===== config.mk =====
export PLATFORM = sky130hd
export DESIGN_NAME = fix_message_validator
export DESIGN_NICKNAME = d
export VERILOG_FILES = /design/src/fmv_pkg.sv /design/src/fmv_parser.sv /design/src/fmv_queue.sv /design/src/fix_message_validator.sv
export VERILOG_INCLUDE_DIRS = /design/src /design/src/src
export SDC_FILE = /design/constraint.sdc
export NUM_CORES = 1
export LEC_CHECK = 0
export ABC_CLOCK_PERIOD_IN_PS = 14600
export BUFFER_PORTS_ARGS = -buffer_cell sky130_fd_sc_hd__buf_2
export CAP_MARGIN = 10
export CORE_MARGIN = 5
export CORE_UTILIZATION = 50
export CTS_CLUSTER_DIAMETER = 120
export CTS_CLUSTER_SIZE = 12
export DETAILED_ROUTE_END_ITERATION = 12
export GPL_ROUTABILITY_DRIVEN = 0
export GPL_TIMING_DRIVEN = 0
export HOLD_SLACK_MARGIN = 0.15
export PLACE_DENSITY = 0.68
export SLEW_MARGIN = 10
export SYNTH_ARGS = -nofsm -noshare
export SYNTH_HDL_FRONTEND = slang
export SYNTH_SLANG_ARGS = --single-unit

===== constraint.sdc =====
create_clock -name clk -period 14.6 [get_ports clk]
set_input_delay 2.92 -clock clk [delete_from_list [all_inputs] [get_ports clk]]
set_output_delay 2.92 -clock clk [all_outputs]
set_load 0.02 [all_outputs]

===== src/fix_message_validator_defines.svh =====
// Assertion macros used by the validator top level.
`ifndef FIX_MESSAGE_VALIDATOR_DEFINES_SVH
`define FIX_MESSAGE_VALIDATOR_DEFINES_SVH
// Implication checked on every rising clock edge outside reset.
`define FMV_ASSERT_IMP(label, ante, cons) \
    label: assert property (@(posedge clk) disable iff (!rst_n) (ante) |-> (cons)) \
        else $error("assertion failed");
// Next-cycle implication checked outside reset.
`define FMV_ASSERT_NEXT(label, ante, cons) \
    label: assert property (@(posedge clk) disable iff (!rst_n) (ante) |=> (cons)) \
        else $error("assertion failed");
`endif


===== src/fmv_pkg.sv =====
// Shared types and constants of the FIX message validator.
package fmv_pkg;
    localparam int BEGIN_BYTES = 7;
    localparam int LENGTH_BITS = 16;
    localparam int MSG_BITS = LENGTH_BITS + 1;
    localparam int KEY_BITS = 20;
    localparam int BEGIN_BITS = 8 * BEGIN_BYTES;
    localparam logic [LENGTH_BITS-1:0] LEN_MAX = '1;
    localparam logic [MSG_BITS-1:0] MSG_MAX = '1;
    localparam logic [KEY_BITS-1:0] KEY_MAX = '1;
    localparam logic [7:0] SOH_BYTE = 8'h01;
    localparam logic [7:0] EQ_BYTE = 8'h3D;
    localparam logic [BEGIN_BITS-1:0] BEGIN_RESET = 56'd19780516010012209;
    localparam logic [15:0] MAX_BODY_RESET = 16'd4096;
    localparam logic [0:0] REG_BEGIN = 1'b0;
    localparam logic [0:0] REG_MAXBODY = 1'b1;

    typedef enum logic [3:0] {
        ST_IN_TAG = 4'd0, ST_HEADER_OK = 4'd1, ST_BODY_TAG = 4'd2, ST_MSG_OK = 4'd3,
        ST_NO_EQUALS = 4'd4, ST_BAD_KEY = 4'd5, ST_BAD_BEGIN = 4'd6,
        ST_BAD_LENGTH = 4'd7, ST_BAD_CHECKSUM = 4'd8, ST_INCOMPLETE = 4'd9
    } status_t;

    typedef struct packed {
        status_t status;
        logic [KEY_BITS-1:0] tag_key;
        logic [LENGTH_BITS-1:0] value_length;
        logic [MSG_BITS-1:0] message_length;
    } result_t;
endpackage


===== src/fmv_parser.sv =====
// Front part: byte classification, tag accumulation and message checks.
module fmv_parser
(
    input  logic clk,
    input  logic rst_n,
    input  logic cfg_we,
    input  logic [0:0] cfg_idx,
    input  logic [fmv_pkg::BEGIN_BITS-1:0] cfg_data,
    input  logic in_fire,
    input  logic [7:0] data_byte,
    input  logic last_available,
    output fmv_pkg::result_t result
);
    localparam int LB = fmv_pkg::LENGTH_BITS;
    localparam int MB = fmv_pkg::MSG_BITS;
    localparam int KB = fmv_pkg::KEY_BITS;
    localparam int VCB = $clog2(fmv_pkg::BEGIN_BYTES + 1);

    typedef enum logic [1:0] {POS_BEGIN, POS_LENGTH, POS_BODY} pos_t;
    typedef enum logic [1:0] {KEY_NONE, KEY_DIGITS, KEY_ENDED, KEY_BAD} kph_t;

    logic [fmv_pkg::BEGIN_BITS-1:0] begin_reg;
    logic [15:0] maxb_reg;
    pos_t pos_reg, pos_next;
    logic [LB-1:0] target_reg, target_next;
    logic [MB-1:0] parsed_reg, parsed_next;
    logic [7:0] rsum_reg, rsum_next, sbt_reg, sbt_next;
    logic [MB-1:0] bytes_reg, bytes_next;
    logic [LB-1:0] tlen_reg, tlen_next;
    logic [KB-1:0] key_reg, key_next;
    kph_t kph_reg, kph_next;
    logic eq_reg, eq_next;
    logic [LB-1:0] vcnt_reg, vcnt_next;
    logic [MB-1:0] vnum_reg, vnum_next;
    logic fbeg_reg, fbeg_next, fdig_reg, fdig_next;

    logic is_dig;
    logic [KB+3:0] kmul;
    logic [MB+3:0] nmul;
    logic [7:0] exp_byte;
    logic [MB:0] sum_a, sum_b;
    logic [MB-1:0] parsed_sat;

    always_comb
    begin
        logic clr_msg, clr_tag, digits;
        fmv_pkg::status_t st;
        logic [KB-1:0] ko;
        logic [LB-1:0] vo;
        logic [MB-1:0] mo;
        clr_msg = 1'b0;
        clr_tag = 1'b0;
        st = fmv_pkg::ST_IN_TAG;
        ko = '0;
        vo = '0;
        mo = '0;
        is_dig = data_byte >= 8'h30 && data_byte <= 8'h39;
        pos_next = pos_reg;
        target_next = target_reg;
        parsed_next = parsed_reg;
        sbt_next = sbt_reg;
        bytes_next = bytes_reg;
        key_next = key_reg;
        kph_next = kph_reg;
        eq_next = eq_reg;
        vcnt_next = vcnt_reg;
        vnum_next = vnum_reg;
        fbeg_next = fbeg_reg;
        fdig_next = fdig_reg;
        rsum_next = rsum_reg + data_byte;
        tlen_next = (tlen_reg != fmv_pkg::LEN_MAX) ? tlen_reg + 1'b1 : tlen_reg;
        kmul = {4'd0, key_reg} * 24'd10 + {20'd0, data_byte[3:0]};
        nmul = {4'd0, vnum_reg} * 21'd10 + {17'd0, data_byte[3:0]};
        exp_byte = begin_reg[8*(fmv_pkg::BEGIN_BYTES-1) - 8*vcnt_reg[VCB-1:0] +: 8];
        sum_a = {1'b0, parsed_reg} + {2'b0, tlen_next};
        parsed_sat = sum_a[MB] ? fmv_pkg::MSG_MAX : sum_a[MB-1:0];
        sum_b = {1'b0, bytes_reg} + {2'b0, tlen_next};
        digits = fdig_reg && vcnt_reg != '0;
        if (data_byte != fmv_pkg::SOH_BYTE)
        begin
            if (kph_reg == KEY_NONE)
            begin
                if (is_dig)
                    kph_next = KEY_DIGITS;
                else
                    kph_next = KEY_BAD;
            end
            else if (kph_reg == KEY_DIGITS && !is_dig)
                kph_next = KEY_ENDED;
            if (kph_next == KEY_DIGITS)
                key_next = (kmul > {4'd0, fmv_pkg::KEY_MAX}) ? fmv_pkg::KEY_MAX
                                                             : kmul[KB-1:0];
            if (data_byte == fmv_pkg::EQ_BYTE)
            begin
                eq_next = 1'b1;
                vcnt_next = '0;
                vnum_next = '0;
                fbeg_next = 1'b1;
                fdig_next = 1'b1;
            end
            else if (eq_reg)
            begin
                if (vcnt_reg >= LB'(fmv_pkg::BEGIN_BYTES) || exp_byte != data_byte)
                    fbeg_next = 1'b0;
                if (is_dig)
                    vnum_next = (nmul > {4'd0, fmv_pkg::MSG_MAX}) ? fmv_pkg::MSG_MAX
                                                                  : nmul[MB-1:0];
                else
                    fdig_next = 1'b0;
                if (vcnt_reg != fmv_pkg::LEN_MAX)
                    vcnt_next = vcnt_reg + 1'b1;
            end
            if (last_available)
            begin
                st = fmv_pkg::ST_INCOMPLETE;
                clr_msg = 1'b1;
            end
        end
        else
        begin
            if (!eq_reg)
                st = fmv_pkg::ST_NO_EQUALS;
            else if (kph_reg == KEY_NONE || kph_reg == KEY_BAD)
                st = fmv_pkg::ST_BAD_KEY;
            else
            begin
                ko = key_reg;
                vo = vcnt_reg;
                if (pos_reg == POS_BEGIN)
                begin
                    if (key_reg == KB'(8) && fbeg_reg &&
                        vcnt_reg == LB'(fmv_pkg::BEGIN_BYTES))
                    begin
                        st = fmv_pkg::ST_HEADER_OK;
                        pos_next = POS_LENGTH;
                    end
                    else
                        st = fmv_pkg::ST_BAD_BEGIN;
                end
                else if (pos_reg == POS_LENGTH)
                begin
                    if (key_reg == KB'(9) && digits && vnum_reg <= {1'b0, maxb_reg})
                    begin
                        st = fmv_pkg::ST_HEADER_OK;
                        target_next = vnum_reg[LB-1:0];
                        pos_next = POS_BODY;
                    end
                    else
                        st = fmv_pkg::ST_BAD_LENGTH;
                end
                else if (parsed_reg == {1'b0, target_reg})
                begin
                    if (key_reg == KB'(10) && digits && vcnt_reg == LB'(3) &&
                        vnum_reg == {9'd0, sbt_reg})
                    begin
                        st = fmv_pkg::ST_MSG_OK;
                        mo = sum_b[MB] ? fmv_pkg::MSG_MAX : sum_b[MB-1:0];
                    end
                    else
                        st = fmv_pkg::ST_BAD_CHECKSUM;
                end
                else
                begin
                    parsed_next = parsed_sat;
                    if (parsed_sat > {1'b0, target_reg})
                        st = fmv_pkg::ST_BAD_LENGTH;
                    else
                        st = fmv_pkg::ST_BODY_TAG;
                end
            end
            if (st >= fmv_pkg::ST_MSG_OK)
                clr_msg = 1'b1;
            else
            begin
                bytes_next = sum_b[MB] ? fmv_pkg::MSG_MAX : sum_b[MB-1:0];
                sbt_next = rsum_next;
                clr_tag = 1'b1;
                if (last_available)
                begin
                    st = fmv_pkg::ST_INCOMPLETE;
                    clr_msg = 1'b1;
                end
            end
        end
        if (clr_msg)
        begin
            pos_next = POS_BEGIN;
            target_next = '0;
            parsed_next = '0;
            rsum_next = '0;
            sbt_next = '0;
            bytes_next = '0;
            clr_tag = 1'b1;
        end
        if (clr_tag)
        begin
            tlen_next = '0;
            key_next = '0;
            kph_next = KEY_NONE;
            eq_next = 1'b0;
            vcnt_next = '0;
            vnum_next = '0;
            fbeg_next = 1'b1;
            fdig_next = 1'b1;
        end
        result.status = st;
        result.tag_key = ko;
        result.value_length = vo;
        result.message_length = mo;
    end

    always_ff @(posedge clk or negedge rst_n)
    begin
        if (!rst_n)
        begin
            begin_reg <= fmv_pkg::BEGIN_RESET;
            maxb_reg <= fmv_pkg::MAX_BODY_RESET;
            pos_reg <= POS_BEGIN;
            target_reg <= '0;
            parsed_reg <= '0;
            rsum_reg <= '0;
            sbt_reg <= '0;
            bytes_reg <= '0;
            tlen_reg <= '0;
            key_reg <= '0;
            kph_reg <= KEY_NONE;
            eq_reg <= 1'b0;
            vcnt_reg <= '0;
            vnum_reg <= '0;
            fbeg_reg <= 1'b1;
            fdig_reg <= 1'b1;
        end
        else
        begin
            if (cfg_we && cfg_idx == fmv_pkg::REG_BEGIN)
                begin_reg <= cfg_data;
            if (cfg_we && cfg_idx == fmv_pkg::REG_MAXBODY)
                maxb_reg <= cfg_data[15:0];
            if (in_fire)
            begin
                pos_reg <= pos_next;
                target_reg <= target_next;
                parsed_reg <= parsed_next;
                rsum_reg <= rsum_next;
                sbt_reg <= sbt_next;
                bytes_reg <= bytes_next;
                tlen_reg <= tlen_next;
                key_reg <= key_next;
                kph_reg <= kph_next;
                eq_reg <= eq_next;
                vcnt_reg <= vcnt_next;
                vnum_reg <= vnum_next;
                fbeg_reg <= fbeg_next;
                fdig_reg <= fdig_next;
            end
        end
    end
endmodule


===== src/fmv_queue.sv =====
// Back part: two-entry result queue that drives the output channel.
module fmv_queue
(
    input  logic clk,
    input  logic rst_n,
    input  logic push,
    input  fmv_pkg::result_t din,
    output logic full,
    output logic out_valid,
    input  logic out_stall,
    output fmv_pkg::result_t dout
);
    fmv_pkg::result_t mem_reg [2];
    logic rd_reg, wr_reg;
    logic [1:0] cnt_reg;
    logic pop;

    assign pop = out_valid && !out_stall;
    assign out_valid = cnt_reg != 2'd0;
    assign full = cnt_reg == 2'd2;
    assign dout = mem_reg[rd_reg];

    always_ff @(posedge clk)
    begin
        if (push)
            mem_reg[wr_reg] <= din;
    end

    always_ff @(posedge clk or negedge rst_n)
    begin
        if (!rst_n)
        begin
            rd_reg <= 1'b0;
            wr_reg <= 1'b0;
            cnt_reg <= '0;
        end
        else
        begin
            if (push)
                wr_reg <= !wr_reg;
            if (pop)
                rd_reg <= !rd_reg;
            cnt_reg <= cnt_reg + {1'b0, push} - {1'b0, pop};
        end
    end
endmodule


===== src/fix_message_validator.sv =====
// Top level of the FIX message validator.
// One result beat per accepted byte, one byte per cycle sustained: the parser updates
// all its counters and checks combinationally for each accepted byte, and a two-entry
// result queue absorbs output stalls so that the input can keep flowing; input stalls
// only when both entries hold undelivered results.
`include "fix_message_validator_defines.svh"
module fix_message_validator
(
    input  logic clk,
    input  logic rst_n,
    input  logic cfg_we,
    input  logic [0:0] cfg_idx,
    input  logic [fmv_pkg::BEGIN_BITS-1:0] cfg_data,
    input  logic in_valid,
    output logic in_stall,
    input  logic [7:0] data_byte,
    input  logic last_available,
    output logic out_valid,
    input  logic out_stall,
    output logic [3:0] status,
    output logic [fmv_pkg::KEY_BITS-1:0] tag_key,
    output logic [fmv_pkg::LENGTH_BITS-1:0] value_length,
    output logic [fmv_pkg::MSG_BITS-1:0] message_length
);
    fmv_pkg::result_t res, qout;
    logic full, in_fire;

    assign in_stall = full;
    assign in_fire = in_valid && !full;

    fmv_parser u_parser (
        .clk(clk), .rst_n(rst_n), .cfg_we(cfg_we), .cfg_idx(cfg_idx),
        .cfg_data(cfg_data), .in_fire(in_fire), .data_byte(data_byte),
        .last_available(last_available), .result(res)
    );

    fmv_queue u_queue (
        .clk(clk), .rst_n(rst_n), .push(in_fire), .din(res), .full(full),
        .out_valid(out_valid), .out_stall(out_stall), .dout(qout)
    );

    assign status = qout.status;
    assign tag_key = qout.tag_key;
    assign value_length = qout.value_length;
    assign message_length = qout.message_length;

    `FMV_ASSERT_IMP(a_fire_not_full, in_fire, !full)
    `FMV_ASSERT_NEXT(a_fire_gives_valid, in_fire, out_valid)
    `FMV_ASSERT_IMP(a_mlen_only_ok, out_valid && status != fmv_pkg::ST_MSG_OK, message_length == '0)
endmodule


; Yosys cells after proc, flatten, opt, wreduce, memory -nomap -nowiden
; Memories as Yosys holds them, arrays and structs flattened.
; Cells that the tools add are included.
[word_totals]
n_memories = 1
out_inout_bits = 59
input_bits = 71
wordCells = 217
ramBits = 114
reg_bits = 218
[op_classes]
mux = 102
n_reduce_logical = 48
shift = 1
add_sub_neg = 10
bitwise = 1
n_lt_le_gt_ge = 8
eq_ne = 25
mul = 2
[mem_list]
columns = name, words, word_bits, read_ports, rd_ports_with_merged_regs, wr, line_no
row1 = u_queue.mem_reg, 2, 57, 1, 0, 1, fmv_queue.sv:13  ; fmv_pkg::result_t mem_reg [2];
[ops]
columns = op, count
row1 = two-way mux 17 bit, 25
row2 = two-way mux 16 bit, 17
row3 = two-way mux 20 bit, 7
row4 = equality test 20 x 4 -> 1 bit (second input constant), 3
row5 = indexed part select 56 x 33 -> 8 bit, 1
row6 = two-way mux 4 bit, 11
row7 = adder 17 x 16 -> 18 bit, 2
row8 = adder 16 x 1 -> 16 bit (second input constant), 2
row9 = two-way mux 8 bit, 4
row10 = != test 16 bit (second input constant), 2
row11 = two-way mux 2 bit, 14
row12 = adder 24 x 4 -> 24 bit, 1
row13 = > comparator 24 x 20 -> 1 bit (second input constant), 1
row14 = multiplier 20 x 3 -> 23 bit (second input constant), 1
row15 = adder 21 x 4 -> 21 bit, 1
row16 = > comparator 21 x 17 -> 1 bit (second input constant), 1
row17 = two-way mux 1 bit, 21
row18 = AND reduction 7 bit, 3
row19 = multiplier 17 x 3 -> 20 bit (second input constant), 1
row20 = nonzero test 3 bit, 6
row21 = equality test 17 x 16 -> 1 bit, 1
row22 = equality test 17 x 8 -> 1 bit, 1
row23 = > comparator 17 x 16 -> 1 bit, 1
row24 = <= comparator 17 x 16 -> 1 bit, 1
row25 = other kinds (28), 69

; Depth between registers and ports, before layout
[depth]
ltp_word = 18
depth_mapped = 31

; Modules after synthesis
; From an unflattened synthesis, not the netlist that was laid out.
[hier_totals]
hier_cells = 1984
area_unflattened_um2 = 20629.8
[modules_own_cells]
columns = module, area_per_inst_um2, cells_per_inst, n_inst
row1 = fmv_parser, 16223.1, 1788, 1
row2 = fmv_queue, 4393.0, 195, 1
row3 = fix_message_validator, 13.8, 1, 1

; Worst setup path after synthesis
; Ideal clock, no wire load.
[synth_timing]
kind = input to register
start = in in_valid
end = mem u_queue.mem_reg[0][0] (netlist name), enable pin
arrival_ns = 5.708
setup_time_ns = 0.472
n_path_buf = 1
t_required_ns = 14.128
setup_slack_ns = 8.420
cell_stages = 3
path_cell_list = nand2_1 -> clkbuf_1 -> nor2_1
[synth_between]
elab_chain_len = 3
[synth_rtl]
columns = item, line_no
row1 = "start, declared", fix_message_validator.sv:14  ; input logic in_valid,
row2 = logical AND 1 bit, fix_message_validator.sv:29  ; assign in_fire = in_valid && !full;
row3 = two-way mux 1 bit, fmv_queue.sv:25  ; if (push)
row4 = two-way mux 1 bit (implied by the code), fmv_queue.sv:26  ; mem_reg[wr_reg] <= din;
row5 = "end, declared", fmv_queue.sv:13
; Every way passes these cells.

==> impl_metrics.py <==
metrics = {
    "status": {
        "status": "completed",
    },
    "clock_tree": {
        "cts_tree": "built",
        "cts_max_level": 1,
        "numCtsBuffers": 31,
        "post_cts_buffers": 0,
        "clock_latency_ps": 580,
        "cts_num_sinks": 332,
        "hold_buffers": 0,
        "cts_buffer_depth": 3,
        "clockRootBuffer": "clkbuf_16",
        "cts_resized": 0,
        "cts.clk_slew.worst_paths_ps": 70,
    },
    "setup_path": {
        "cp-end-kind": "flip-flop",
        "r2r_slack_ps": 7020,
        "r2r_cells": 26,
        "crit_end": "u_queue.mem_reg[1][53]",
        "reg2reg_from": "u_parser.tlen_reg[3]",
        "worstSetupStartpointType": "flip-flop",
        "worst-path-max-fanout": 10,
        "critical_path_class": "flip-flop to flip-flop",
        "arrival_ps": 7850,
        "crit_required_ps": 14870,
        "startpoint": "u_parser.tlen_reg[3]",
        "r2r-end": "u_queue.mem_reg[1][53]",
    },
    "drt": {
        "ant_nets": 0,
        "wl_per_cell_um": 19.5,
        "drtPass1Iterations": 5,
        "first_iter_violations": 980,
        "drc_errors": 0,
        "finalWirelength_um": 52000,
        "vias_per_cell": 5.88,
        "vias": 15700,
    },
    "timing": {
        "fin_crit_sh_pct": 51.9,
        "slew_headroom_pct": 43.8,
        "hold_slack_ps": 496,
        "fin_setup_tns_ps": 0,
        "drv_slew": 0,
        "hold_violations": 0,
        "setup_viol": 0,
        "tightest_slew_ps": 840,
        "rsz0062_at_grt": "false",
        "fin_crit_ps": 7580,
        "max_clock_freq_ghz": 0.132,
        "skew_ps": 22.7,
    },
    "floorplan": {
        "floorplan.initialDensity_pct": 50.8,
        "fp.dieH_um": 211,
        "die-area_mm2": 0.0447,
        "rows": 73,
        "coreArea_mm2": 0.0399,
        "die_w_um": 211,
        "io-pin-count": 130,
    },
    "layout": {
        "largest_reg_flops": 114,
        "stdcell_count": 2670,
        "fin_area_mm2": 0.0226,
        "fin_nets": 2343,
        "fillers": 3493,
        "layout-drive-gt1-share_pct": 18.0,
        "area.growth.synth_to_final_pct": 11.6,
        "finish.utilization_pct": 56.7,
    },
    "global_routing": {
        "grt_use_total_pct": 22.9,
        "antenna_found_initial": 11,
        "grt_max_degree": 88,
        "overflow": 0,
        "grt_pass1_vias": 15700,
        "grt_first_pass_wirelength_um": 83800,
    },
    "flow_run": {
        "cap_violations": 0,
    },
    "power": {
        "peakVddDrop_uv": 90.3,
        "p_per_area_mw_per_mm2": 137,
        "power.internal_w": 0.00199,
        "power_frac_clock_pct": 24.4,
        "p_seq_share_pct": 39.2,
        "switchingPower_w": 0.00111,
        "pwr-share-comb_pct": 36.4,
        "swShare_pct": 35.8,
        "leakagePower_nw": 9.98,
    },
    "worst_hold_path": {
        "min_delay_path_depth": 2,
        "hp-class": "flip-flop to flip-flop",
    },
    "synth": {
        "yosys-top-cells-area": "dfrtp_1 24%, edfxtp_1 17%, ha_1 9.3%",
        "synth_seq_cells": 332,
        "synth_top_area_cell": "dfrtp_1",
        "synthArstFlopShare_pct": 65.7,
        "synth_cells": 1948,
        "synth_area_per_cell_um2": 10.4,
        "synth-warning-count": 0,
        "ys_types": 92,
        "yosysMostFrequentCell": "dfrtp_1",
        "yosysSeqAreaShare_pct": 43.9,
        "synth_top_cell_area_share_pct": 24.1,
        "synth_nets": 2176,
        "synth_flop_cell": "dfrtp_1",
        "syn-cell-area_mm2": 0.0203,
        "synth_edf_count": 114,
        "netlist_top_cells_count": "195 x dfrtp_1, 190 x nand2_1, 150 x ha_1, 150 x nor2_1, 131 x mux2_2",
    },
    "placed_design": {
        "place_area_mm2": 0.0217,
        "dp_cells": 2606,
        "hpwlAfterDp_um": 40100,
        "port_buffers": 129,
    },
}
per-stage QoR:
stage / worst slack, ps / power (W)
after global placement: 6540 / 0.00232
after floorplan: 8420 / 0.00202
after detailed placement: 7080 / 0.00236
after global routing: 6430 / 0.00328
after CTS: 7030 / 0.00312
final: 7020 / 0.00310
layout make-up:
cell class / instances / area [um^2] / area share [%]
Multi-Input combinational cell: 1452 / 10700 / 47.4
Timing Repair Buffer: 134 / 756 / 3.34
Clock inverter: 2 / 38.8 / 0.171
Antenna cell: 6 / 15.0 / 0.0664
Tap cell: 525 / 657 / 2.90
Inverter: 93 / 349 / 1.54
Clock buffer: 55 / 866 / 3.83
Sequential cell: 332 / 8910 / 39.4
Buffer: 71 / 304 / 1.34
cell families after synthesis:
kind of cell	Yosys count	share of synthesized area (%)
buf+inv	164	3.22
simple gates	620	15.0
flops	332	43.9
compound gates	398	13.8
mux	141	8.28
xor+xnor	136	5.88
fa+ha+maj	157	9.95
power groups by stage:
stage          Sequential, W  Clock [W]  Combinational (W)
3_5_place_dp         0.00123          0            0.00113
5_1_grt              0.00123   0.000813            0.00124
4_1_cts              0.00122   0.000773            0.00113
6_report             0.00122   0.000759            0.00113
3_3_place_gp         0.00123          0            0.00109
2_1_floorplan        0.00120          0           0.000814
how the worst min path moves through the flow:
| stage | startpoint | end |
|---|---|---|
| floorplan | u_parser.rsum_reg[2] | u_parser.rsum_reg[2] |
| global placement | u_parser.rsum_reg[0] | u_parser.rsum_reg[0] |
| detailed placement | u_parser.rsum_reg[4] | u_parser.rsum_reg[4] |
| CTS | u_parser.rsum_reg[0] | u_parser.rsum_reg[0] |
| global route | u_parser.rsum_reg[4] | u_parser.rsum_reg[4] |
| finish | u_parser.rsum_reg[0] | u_parser.rsum_reg[0] |
layer usage:
layer	global-route usage [%]	routed length (um)
met4	4.33	1030
met1	32.6	23700
met2	37.8	24100
met5	0	36
met3	3.70	3120
critical path, cell delays in order, from the launching register on:
cell	delay, ps
dfrtp_1	320
clkbuf_1	300
and4_1	280
nand4_1	150
nor2_1	240
nand2_1	150
or2_2	330
nand4_1	240
nor2_1	120
xor2_1	200
ha_1	250
or3_1	440
o311ai_2	450
o32a_1	350
clkbuf_1	340
nand2_1	180
ha_1	340
a41oi_1	220
o21ai_0	110
a21o_1	180
a211oi_1	210
o21ai_0	150
a21oi_1	250
o211ai_1	190
a211oi_2	520
a21oi_2	290
o32ai_1	450
layout by cell type (no fill, tap or decap), drive strengths merged, types with 13 or more instances in the layout:
master  count
a211oi     13
a21o       27
a21oi      67
a221o      37
a31oi      30
and2       49
buf       155
clkbuf    105
dfrtp     195
dfstp      23
edfxtp    114
ha        150
inv        93
mux2      131
nand2     190
nand3      42
nand4      37
nor2      150
nor2b      17
nor3       45
nor4       21
o21a       17
o21ai      92
o31ai      35
xnor2      78
xor2       58
No activity file was read; power rests on OpenSTA's default activity.
